===== src/sv/abte_pkg.sv =====
// ----------------------------------------------------------------------------
// abte_pkg
// shared types and constants of the array binary tree engine
// ----------------------------------------------------------------------------
package abte_pkg;

    localparam int NODES_DEF   = 31;
    localparam int MAX_RESULTS = 31;
    localparam int DATA_W      = 8;
    // heap index wide enough for 2i+1 with up to 255 nodes
    localparam int IDX_W       = 9;

    typedef enum logic [2:0] {
        ACT_SEARCH   = 3'd0,
        ACT_INSERT   = 3'd1,
        ACT_DELETE   = 3'd2,
        ACT_SET_ROOT = 3'd3,
        ACT_TRAVERSE = 3'd4
    } action_t;

    typedef enum logic [1:0] {
        ORD_IN   = 2'd0,
        ORD_PRE  = 2'd1,
        ORD_POST = 2'd2,
        ORD_NONE = 2'd3
    } order_t;

    typedef enum logic [2:0] {
        ST_OK        = 3'd0,
        ST_NOT_FOUND = 3'd1,
        ST_BOTH_TAKEN = 3'd2,
        ST_CHILD_NA  = 3'd3,
        ST_NOT_LEAF  = 3'd4,
        ST_ROOT_OCC  = 3'd5,
        ST_EMPTY     = 3'd6
    } status_t;

    typedef struct packed {
        logic              rd_en;
        logic [IDX_W-1:0]  rd_addr;
        logic              wr_en;
        logic [IDX_W-1:0]  wr_addr;
        logic [DATA_W-1:0] wr_data;
    } store_req_t;

endpackage


===== src/sv/array_binary_tree_engine.sv =====
// ----------------------------------------------------------------------------
// array_binary_tree_engine
// heap-indexed binary tree: search, insert, delete, set root and traversal
// ----------------------------------------------------------------------------
//  channel | ports                                        | role
//  s_      | action, key, item, side, order               | command in
//  m_      | status, node_index, node_value, last         | results out
//
//  one command at a time; s_ready is high only while the sequencer is idle
//  search reads and then compares each index visited, and climbs in a separate step
//  a traversal reads and checks each node on the way down and again on the way back up
//  reset (synchronous, active low) empties the store at once via valid bits
//  a stalled result transfer holds the sequencer until m_ready
// ----------------------------------------------------------------------------
module array_binary_tree_engine #(
    parameter int NODES = abte_pkg::NODES_DEF
) (
    input  logic       aclk,
    input  logic       aresetn,
    input  logic       s_valid,
    output logic       s_ready,
    input  logic [2:0] s_action,
    input  logic [7:0] s_key,
    input  logic [7:0] s_item,
    input  logic       s_side,
    input  logic [1:0] s_order,
    output logic       m_valid,
    input  logic       m_ready,
    output logic [2:0] m_status,
    output logic [4:0] m_node_index,
    output logic [7:0] m_node_value,
    output logic       m_last
);
    import abte_pkg::*;

    localparam int CNT_W = $clog2(MAX_RESULTS + 1);
    localparam logic [IDX_W-1:0] N_I = IDX_W'(NODES);
    localparam logic [IDX_W-1:0] ONE = IDX_W'(1);

    typedef enum logic [3:0] {
        IDLE, SCAN_RD, SCAN_CMP, SCAN_UP, CH_L, CH_LCHK, CH_RCHK, EVAL,
        ROOT_RD, ROOT_CHK, W_DOWN, W_DCHK, W_UP, W_UCHK, FLUSH
    } state_t;

    state_t             state_reg;
    action_t            act_reg;
    order_t             ord_reg;
    logic [DATA_W-1:0]  key_reg, item_reg, val_reg;
    logic               side_reg, occ_l_reg, occ_r_reg;
    logic [IDX_W-1:0]   i_reg, l_reg;
    logic [CNT_W-1:0]   cnt_reg;
    logic               pend_v_reg;
    status_t            pend_st_reg;
    logic [IDX_W-1:0]   pend_idx_reg;
    logic [DATA_W-1:0]  pend_val_reg;
    logic               m_valid_reg, m_last_reg;
    logic [2:0]         m_status_reg;
    logic [4:0]         m_idx_reg;
    logic [7:0]         m_val_reg;

    store_req_t         req;
    logic [DATA_W-1:0]  rdata;
    logic [IDX_W-1:0]   dbl_i, dbl_l, par_i, child;
    logic               out_free, want_emit, emit_go, ch_occ, m_load;
    logic [IDX_W-1:0]   emit_idx;
    logic [CNT_W-1:0]   cnt_inc;

    abte_store #(.NODES(NODES)) u_store (
        .aclk    (aclk),
        .aresetn (aresetn),
        .req     (req),
        .rd_data (rdata)
    );

    assign dbl_i    = {i_reg[IDX_W-2:0], 1'b0};
    assign dbl_l    = {l_reg[IDX_W-2:0], 1'b0};
    assign par_i    = i_reg >> 1;
    assign child    = dbl_l | IDX_W'(side_reg);
    assign ch_occ   = side_reg ? occ_r_reg : occ_l_reg;
    assign out_free = !m_valid_reg || m_ready;
    assign cnt_inc  = cnt_reg + CNT_W'(1);

    always_comb begin
        want_emit = 1'b0;
        emit_idx  = i_reg;
        case (state_reg)
            W_DCHK: begin
                want_emit = (rdata != '0) && (ord_reg == ORD_PRE);
            end
            W_UCHK: begin
                emit_idx  = par_i;
                want_emit = i_reg[0] ? (ord_reg == ORD_POST) : (ord_reg == ORD_IN);
            end
            default: ;
        endcase
        emit_go = !want_emit || !pend_v_reg || out_free;
    end

    // output register is loaded this cycle
    assign m_load = (want_emit && emit_go && pend_v_reg) || (state_reg == FLUSH && out_free);

    always_comb begin
        req = '0;
        case (state_reg)
            SCAN_RD: begin
                req.rd_en   = 1'b1;
                req.rd_addr = i_reg;
            end
            CH_L: begin
                req.rd_en   = (dbl_l <= N_I);
                req.rd_addr = dbl_l;
            end
            CH_LCHK: begin
                req.rd_en   = ((dbl_l | ONE) <= N_I);
                req.rd_addr = dbl_l | ONE;
            end
            ROOT_RD: begin
                req.rd_en   = 1'b1;
                req.rd_addr = ONE;
            end
            W_DOWN: begin
                req.rd_en   = (i_reg <= N_I);
                req.rd_addr = i_reg;
            end
            W_UP: begin
                req.rd_en   = (par_i != '0);
                req.rd_addr = par_i;
            end
            EVAL: begin
                if (act_reg == ACT_INSERT) begin
                    req.wr_en   = !(occ_l_reg && occ_r_reg) && (child <= N_I) && !ch_occ;
                    req.wr_addr = child;
                    req.wr_data = item_reg;
                end else begin
                    req.wr_en   = !(occ_l_reg || occ_r_reg);
                    req.wr_addr = l_reg;
                    req.wr_data = '0;
                end
            end
            ROOT_CHK: begin
                req.wr_en   = (act_reg == ACT_SET_ROOT) && (rdata == '0);
                req.wr_addr = ONE;
                req.wr_data = item_reg;
            end
            default: ;
        endcase
    end

    always_ff @(posedge aclk) begin
        if (!aresetn) begin
            state_reg   <= IDLE;
            m_valid_reg <= 1'b0;
            pend_v_reg  <= 1'b0;
            cnt_reg     <= '0;
        end else begin
            if (m_valid_reg && m_ready && !m_load) begin
                m_valid_reg <= 1'b0;
            end
            // traversal result goes to pending; older pending goes out
            if (want_emit && emit_go) begin
                if (pend_v_reg) begin
                    m_valid_reg  <= 1'b1;
                    m_last_reg   <= 1'b0;
                    m_status_reg <= pend_st_reg;
                    m_idx_reg    <= pend_idx_reg[4:0];
                    m_val_reg    <= pend_val_reg;
                end
                pend_v_reg   <= 1'b1;
                pend_st_reg  <= ST_OK;
                pend_idx_reg <= emit_idx;
                pend_val_reg <= rdata;
                cnt_reg      <= cnt_inc;
            end
            case (state_reg)
                IDLE: begin
                    if (s_valid) begin
                        act_reg  <= action_t'(s_action);
                        ord_reg  <= order_t'(s_order);
                        key_reg  <= s_key;
                        item_reg <= s_item;
                        side_reg <= s_side;
                        i_reg    <= ONE;
                        case (action_t'(s_action))
                            ACT_SEARCH, ACT_INSERT, ACT_DELETE: state_reg <= SCAN_RD;
                            ACT_SET_ROOT, ACT_TRAVERSE:          state_reg <= ROOT_RD;
                            default:                             state_reg <= IDLE;
                        endcase
                    end
                end
                SCAN_RD: state_reg <= SCAN_CMP;
                SCAN_CMP: begin
                    if (rdata == key_reg) begin
                        l_reg   <= i_reg;
                        val_reg <= rdata;
                        if (act_reg == ACT_SEARCH) begin
                            pend_st_reg  <= ST_OK;
                            pend_idx_reg <= i_reg;
                            pend_val_reg <= rdata;
                            state_reg    <= FLUSH;
                        end else begin
                            state_reg <= CH_L;
                        end
                    end else if (dbl_i <= N_I) begin
                        i_reg     <= dbl_i;
                        state_reg <= SCAN_RD;
                    end else begin
                        state_reg <= SCAN_UP;
                    end
                end
                SCAN_UP: begin
                    if (i_reg[0] || i_reg == N_I) begin
                        i_reg <= par_i;
                        if (par_i == '0) begin
                            pend_st_reg  <= ST_NOT_FOUND;
                            pend_idx_reg <= '0;
                            pend_val_reg <= '0;
                            state_reg    <= FLUSH;
                        end
                    end else begin
                        i_reg     <= i_reg + ONE;
                        state_reg <= SCAN_RD;
                    end
                end
                CH_L: begin
                    if (dbl_l <= N_I) begin
                        state_reg <= CH_LCHK;
                    end else begin
                        occ_l_reg <= 1'b0;
                        occ_r_reg <= 1'b0;
                        state_reg <= EVAL;
                    end
                end
                CH_LCHK: begin
                    occ_l_reg <= (rdata != '0);
                    if ((dbl_l | ONE) <= N_I) begin
                        state_reg <= CH_RCHK;
                    end else begin
                        occ_r_reg <= 1'b0;
                        state_reg <= EVAL;
                    end
                end
                CH_RCHK: begin
                    occ_r_reg <= (rdata != '0);
                    state_reg <= EVAL;
                end
                EVAL: begin
                    pend_idx_reg <= '0;
                    pend_val_reg <= '0;
                    if (act_reg == ACT_INSERT) begin
                        if (occ_l_reg && occ_r_reg) begin
                            pend_st_reg <= ST_BOTH_TAKEN;
                        end else if (child > N_I || ch_occ) begin
                            pend_st_reg <= ST_CHILD_NA;
                        end else begin
                            pend_st_reg  <= ST_OK;
                            pend_idx_reg <= child;
                            pend_val_reg <= item_reg;
                        end
                    end else begin
                        if (occ_l_reg || occ_r_reg) begin
                            pend_st_reg <= ST_NOT_LEAF;
                        end else begin
                            pend_st_reg  <= ST_OK;
                            pend_idx_reg <= l_reg;
                            pend_val_reg <= val_reg;
                        end
                    end
                    state_reg <= FLUSH;
                end
                ROOT_RD: state_reg <= ROOT_CHK;
                ROOT_CHK: begin
                    pend_idx_reg <= '0;
                    pend_val_reg <= '0;
                    state_reg    <= FLUSH;
                    if (act_reg == ACT_SET_ROOT) begin
                        if (rdata != '0) begin
                            pend_st_reg <= ST_ROOT_OCC;
                        end else begin
                            pend_st_reg  <= ST_OK;
                            pend_idx_reg <= ONE;
                            pend_val_reg <= item_reg;
                        end
                    end else if (rdata == '0) begin
                        pend_st_reg <= ST_EMPTY;
                    end else if (ord_reg == ORD_NONE) begin
                        pend_st_reg <= ST_OK;
                    end else begin
                        pend_v_reg <= 1'b0;
                        cnt_reg    <= '0;
                        i_reg      <= ONE;
                        state_reg  <= W_DOWN;
                    end
                end
                W_DOWN: state_reg <= (i_reg <= N_I) ? W_DCHK : W_UP;
                W_DCHK: begin
                    if (rdata == '0) begin
                        state_reg <= W_UP;
                    end else if (emit_go) begin
                        i_reg     <= dbl_i;
                        state_reg <= (want_emit && cnt_inc == CNT_W'(MAX_RESULTS)) ?
                                     FLUSH : W_DOWN;
                    end
                end
                W_UP: state_reg <= (par_i == '0) ? FLUSH : W_UCHK;
                W_UCHK: begin
                    if (emit_go) begin
                        if (want_emit && cnt_inc == CNT_W'(MAX_RESULTS)) begin
                            state_reg <= FLUSH;
                        end else if (!i_reg[0]) begin
                            i_reg     <= {par_i[IDX_W-2:0], 1'b1};
                            state_reg <= W_DOWN;
                        end else begin
                            i_reg     <= par_i;
                            state_reg <= W_UP;
                        end
                    end
                end
                FLUSH: begin
                    if (out_free) begin
                        m_valid_reg  <= 1'b1;
                        m_last_reg   <= 1'b1;
                        m_status_reg <= pend_st_reg;
                        m_idx_reg    <= pend_idx_reg[4:0];
                        m_val_reg    <= pend_val_reg;
                        pend_v_reg   <= 1'b0;
                        state_reg    <= IDLE;
                    end
                end
                default: state_reg <= IDLE;
            endcase
        end
    end

    assign s_ready      = (state_reg == IDLE);
    assign m_valid      = m_valid_reg;
    assign m_status     = m_status_reg;
    assign m_node_index = m_idx_reg;
    assign m_node_value = m_val_reg;
    assign m_last       = m_last_reg;

    a_wr_range: assert property (@(posedge aclk) disable iff (!aresetn)
        req.wr_en |-> (req.wr_addr != '0) && (req.wr_addr <= N_I))
        else $error("store write outside the tree");

    a_rd_wr_excl: assert property (@(posedge aclk) disable iff (!aresetn)
        !(req.rd_en && req.wr_en))
        else $error("store read and write in the same cycle");

    a_cnt_max: assert property (@(posedge aclk) disable iff (!aresetn)
        cnt_reg <= CNT_W'(MAX_RESULTS))
        else $error("traversal result count overflow");

    a_busy: assert property (@(posedge aclk) disable iff (!aresetn)
        (s_valid && s_ready && (s_action <= ACT_TRAVERSE)) |=> !s_ready)
        else $error("new command taken while busy");

    a_no_overwrite: assert property (@(posedge aclk) disable iff (!aresetn)
        (m_valid && !m_ready) |=> m_valid && $stable(m_node_index) && $stable(m_last))
        else $error("pending result transfer overwritten");

endmodule


===== src/sv/abte_ram.sv =====
// ----------------------------------------------------------------------------
// abte_ram
// generic single write, single read ram with registered read data
// ----------------------------------------------------------------------------
module abte_ram #(
    parameter int WIDTH = 8,
    parameter int DEPTH = 32
) (
    input  logic                     clk,
    input  logic                     we,
    input  logic [$clog2(DEPTH)-1:0] waddr,
    input  logic [WIDTH-1:0]         wdata,
    input  logic                     re,
    input  logic [$clog2(DEPTH)-1:0] raddr,
    output logic [WIDTH-1:0]         rdata
);

    logic [WIDTH-1:0] mem_reg [DEPTH];
    logic [WIDTH-1:0] rdata_reg;

    always_ff @(posedge clk) begin
        if (we) begin
            mem_reg[waddr] <= wdata;
        end
        if (re) begin
            rdata_reg <= mem_reg[raddr];
        end
    end

    assign rdata = rdata_reg;

endmodule


===== src/sv/abte_store.sv =====
// ----------------------------------------------------------------------------
// abte_store
// node store: ram plus per-slot valid bits so that reset empties every slot
// ----------------------------------------------------------------------------
module abte_store #(
    parameter int NODES = abte_pkg::NODES_DEF
) (
    input  logic                        aclk,
    input  logic                        aresetn,
    input  abte_pkg::store_req_t        req,
    output logic [abte_pkg::DATA_W-1:0] rd_data
);
    import abte_pkg::*;

    localparam int DEPTH = NODES + 1;
    localparam int AW    = $clog2(DEPTH);

    logic [DEPTH-1:0]  valid_reg;
    logic              vld_q_reg;
    logic [DATA_W-1:0] ram_q;

    abte_ram #(
        .WIDTH (DATA_W),
        .DEPTH (DEPTH)
    ) u_ram (
        .clk   (aclk),
        .we    (req.wr_en),
        .waddr (req.wr_addr[AW-1:0]),
        .wdata (req.wr_data),
        .re    (req.rd_en),
        .raddr (req.rd_addr[AW-1:0]),
        .rdata (ram_q)
    );

    always_ff @(posedge aclk) begin
        if (!aresetn) begin
            valid_reg <= '0;
            vld_q_reg <= 1'b0;
        end else begin
            if (req.wr_en) begin
                valid_reg[req.wr_addr[AW-1:0]] <= 1'b1;
            end
            if (req.rd_en) begin
                vld_q_reg <= valid_reg[req.rd_addr[AW-1:0]];
            end
        end
    end

    // never written slot reads as empty
    assign rd_data = vld_q_reg ? ram_q : '0;

endmodule


===== config.mk =====
export PLATFORM = sky130hd
export DESIGN_NAME = array_binary_tree_engine
export DESIGN_NICKNAME = d
export VERILOG_FILES = /design/src/sv/abte_pkg.sv /design/src/sv/array_binary_tree_engine.sv /design/src/sv/abte_ram.sv /design/src/sv/abte_store.sv
export SDC_FILE = /design/constraint.sdc
export NUM_CORES = 1
export LEC_CHECK = 0
export BUFFER_PORTS_ARGS = -buffer_cell sky130_fd_sc_hd__buf_2
export CORE_UTILIZATION = 35
export DETAILED_ROUTE_END_ITERATION = 16
export GPL_TIMING_DRIVEN = 0
export PLACE_DENSITY = 0.55
export SYNTH_ARGS = -nofsm -noshare
export SYNTH_HDL_FRONTEND = slang
export SYNTH_SLANG_ARGS = --single-unit

===== constraint.sdc =====
create_clock -name aclk -period 3.8 [get_ports aclk]
set_input_delay 1.14 -clock aclk [delete_from_list [all_inputs] [get_ports aclk]]
set_output_delay 1.14 -clock aclk [all_outputs]
set_load 0.05 [all_outputs]

==> impl_metrics.csv <==
group,metric,value,unit
logic_synthesis,syn_avg_cell_area,11.6,um^2
cells_and_area,nets,1635,
cells_and_area,postLayoutCellArea,20300,um^2
sta,fin_tns_setup,0,ns
detailed_routing,firstDrtPassIters,5,
clock_network,tritoncts,"yes",
detailed_routing,post-route-drc-count,0,
placed_design,gp_congestion,0.930,
sta,worst_pin_slew,1.18,ns
worst_setup_path,worstReg2RegStart,"state_reg[3]",
clock_network,post_cts_buffers,0,
worst_setup_path,arrival,3.92,ns
sta,setup_violations,0,
logic_synthesis,yosysSeqAreaShare,64.5,%
min_path,hp-start,"i_reg[5]",
sta,hold_ws,0.447,ns
floorplanning,die_y,225,um
floorplanning,dieArea,50800,um^2
pwr,power_leakage,6.89,nW
logic_synthesis,synthCells,1506,
clock_network,cts.sinks,390,
clock_network,cts_root_buffer,"clkbuf_16",
sta,clock.fmax,269,MHz
clock_network,cts.clk_slew.worst_paths,0.06,ns
pwr,powerDensity,672,nW/um^2
cells_and_area,n_antenna_cell,0,
global_route,antenna_found_initial,0,
logic_synthesis,ys.warnings.count,0,
clock_network,cts_buffer_depth,3,
worst_setup_path,cp-start-kind,"register",
pwr,ir_drop,0.353,mV
logic_synthesis,synth_flop_cell,"edfxtp_1",
sta,fin_crit,3.72,ns
worst_setup_path,reg2reg_depth,8,
logic_synthesis,synth_edf_count,346,
min_path,min_path_cells,0,
logic_synthesis,yosys.area.top_type,"edfxtp_1",
cells_and_area,largest_reg_flops,256,
clock_network,cts_buffers,44,
global_route,grt_pass1_vias,12173,
cells_and_area,final_common_cell,"edfxtp_1",
status,status,"completed",
worst_setup_path,cp.required,4.00,ns
logic_synthesis,ys_types,87,
placed_design,placed_area,18700,um^2
logic_synthesis,async_flop_share,0,%
cells_and_area,layout_common_cells,"346 x edfxtp_1, 338 x nand2_1, 148 x nand3_1, 97 x nor2_1, 78 x buf_2",
worst_setup_path,cp_max_fo,10,
detailed_routing,routed_wl,52000,um
sta,maxSlewHeadroom,21.1,%
cells_and_area,drive_gt1_share,15.9,%
placed_design,port_buffers,44,
detailed_routing,viasPerCell,5.43,
cells_and_area,n_fill_cell,4722,
logic_synthesis,syn_area,17500,um^2
min_path,min_path_type,"register to register",
run,cap_violations,0,
global_route,grt-ovfl-total,0,
global_route,grt_max_degree,39,
worst_setup_path,criticalPathCategory,"register to register",
floorplanning,fp.dieW,225,um
detailed_routing,drtIter0Drc,1129,
global_route,grt_pass1_wl,77900,um
worst_setup_path,timing.rr.end,"u_store.u_ram.mem_reg[1][0]",
sta,fin_skew,0.0250,ns
clock_network,cts_max_level,2,
sta,fin_crit_sh,97.9,%
detailed_routing,ant_nets,0,
cells_and_area,area_growth,16.1,%
placed_design,dp_hpwl,36800,um
worst_setup_path,r2r_slack,0.08,ns
logic_synthesis,syn_nets,1537,
floorplanning,initial_core_util,35.6,%
global_route,grt_util_all_layers,20.8,%
sta,hold_violations,0,
detailed_routing,vias,12504,
clock_network,clk_latency,0.59,ns
floorplanning,core,49100,um^2
floorplanning,rows,81,
logic_synthesis,synth_top_cell_area_share,59.5,%
detailed_routing,avgRoutedWirePerCell,22.6,um
logic_synthesis,ys_seq_elements,390,
floorplanning,io_pins,45,
sta,finalMaxSlewViolations,0,
min_path,hold_end,"l_reg[5]",
logic_synthesis,synth_area_leaders,"edfxtp_1 59%, nand2_1 7.3%, dfxtp_1 5.0%, nand3_1 4.2%, nor2_1 2.4%",
clock_network,holdBufCountCts,0,
worst_setup_path,cp-end-kind,"register",
sta,rsz0062_at_grt,"true",
final cells by class:
class                      count  area (um^2)  share of cell area, %
buffer                        91          538                   2.65
clock buffer                  52         1160                   5.73
clock inverter                30          335                   1.65
inverter                      11         41.3                  0.204
multi-input combinational   1014         5730                   28.3
sequential                   390        11300                   55.6
tap                          664          831                   4.10
timing repair buffer          52          372                   1.83
Yosys cell counts, types with 5 or more instances:
cell type,number
edfxtp_1,346
nand2_1,338
nand3_1,148
nor2_1,112
dfxtp_1,44
a21oi_1,36
buf_2,34
o21ai_0,33
clkbuf_1,25
and3_1,24
a311oi_1,19
o21a_1,19
mux2_2,18
buf_6,16
nor2b_1,16
nand4_1,15
and2_1,13
o31ai_1,13
a211oi_1,12
a31oi_1,11
inv_1,11
xor2_1,11
nor3_1,10
a221o_1,9
a222oi_1,9
buf_4,9
nor4_1,8
or4_1,8
buf_1,7
mux2i_1,7
nand2b_1,7
a22oi_1,6
nand3b_1,6
o211ai_1,6
o22ai_1,6
or3_1,6
ha_1,5
power breakdown:
part	switching (mW)	internal, mW	total [mW]	leakage [nW]
Sequential	0.258	4.97	5.22	3.27
Combinational	2.75	1.28	4.03	2.90
Clock	1.78	2.61	4.39	0.730
worst max-delay path by stage:
stage	start	endpoint	cells after the start
global placement	state_reg[3]	u_store.u_ram.mem_reg[24][3]	6
detailed placement	state_reg[3]	u_store.u_ram.mem_reg[25][2]	8
floorplan	state_reg[3]	act_reg[0]	4
CTS	l_reg[4]	u_store.u_ram.mem_reg[27][1]	7
global route	state_reg[3]	u_store.u_ram.mem_reg[1][0]	8
finish	state_reg[3]	u_store.u_ram.mem_reg[1][0]	8
logic make-up (layout without fill, tap and decap cells):
kind of cell               after synthesis  count (layout)  share of synthesized area (%)
AOI/OAI and AO/OA                      227             227                           9.72
xor gates and xnor gates                15              15                          0.752
adders and majority gates                5               5                          0.358
buffers and inverters                  102             236                           3.32
DFF                                    390             390                           64.5
muxes                                   25              25                           1.56
and+or+nand+nor                        742             742                           19.8
metrics by stage:
step	total power, mW	util (%)	setup slack [ns]	std cells
after floorplan	7.77	-	0.353	1506
after detailed placement	9.30	38.2	-0.314	2222
after global routing	14.2	41.3	-0.0695	2304
final	13.6	41.3	0.0807	2304
after global placement	9.25	37.8	-1.41	2214
after CTS	13.7	41.3	0.175	2304
worst max-delay path, cell delays in order, from the launching register on:
cell	delay (ns)
dfxtp_1	0.34
buf_2	0.24
buf_2	0.26
nand2_1	0.16
nor3_2	0.53
nand3_1	0.30
a21oi_1	0.30
nand2_1	0.41
nor2_1	0.80
per-layer routing:
layer	track usage (%)	wire (um)	share of wire [%]
met5	0	0	0
met4	9.55	2220	4.3
met3	2.82	3140	6.0
met2	33.1	24100	46
met1	28.1	22600	43
repair_timing:
item	CTS	global route
cloned	0	0
resized for setup	8	9
endpoints found under the setup margin	193	84
Power figures use the tool's default switching activity.
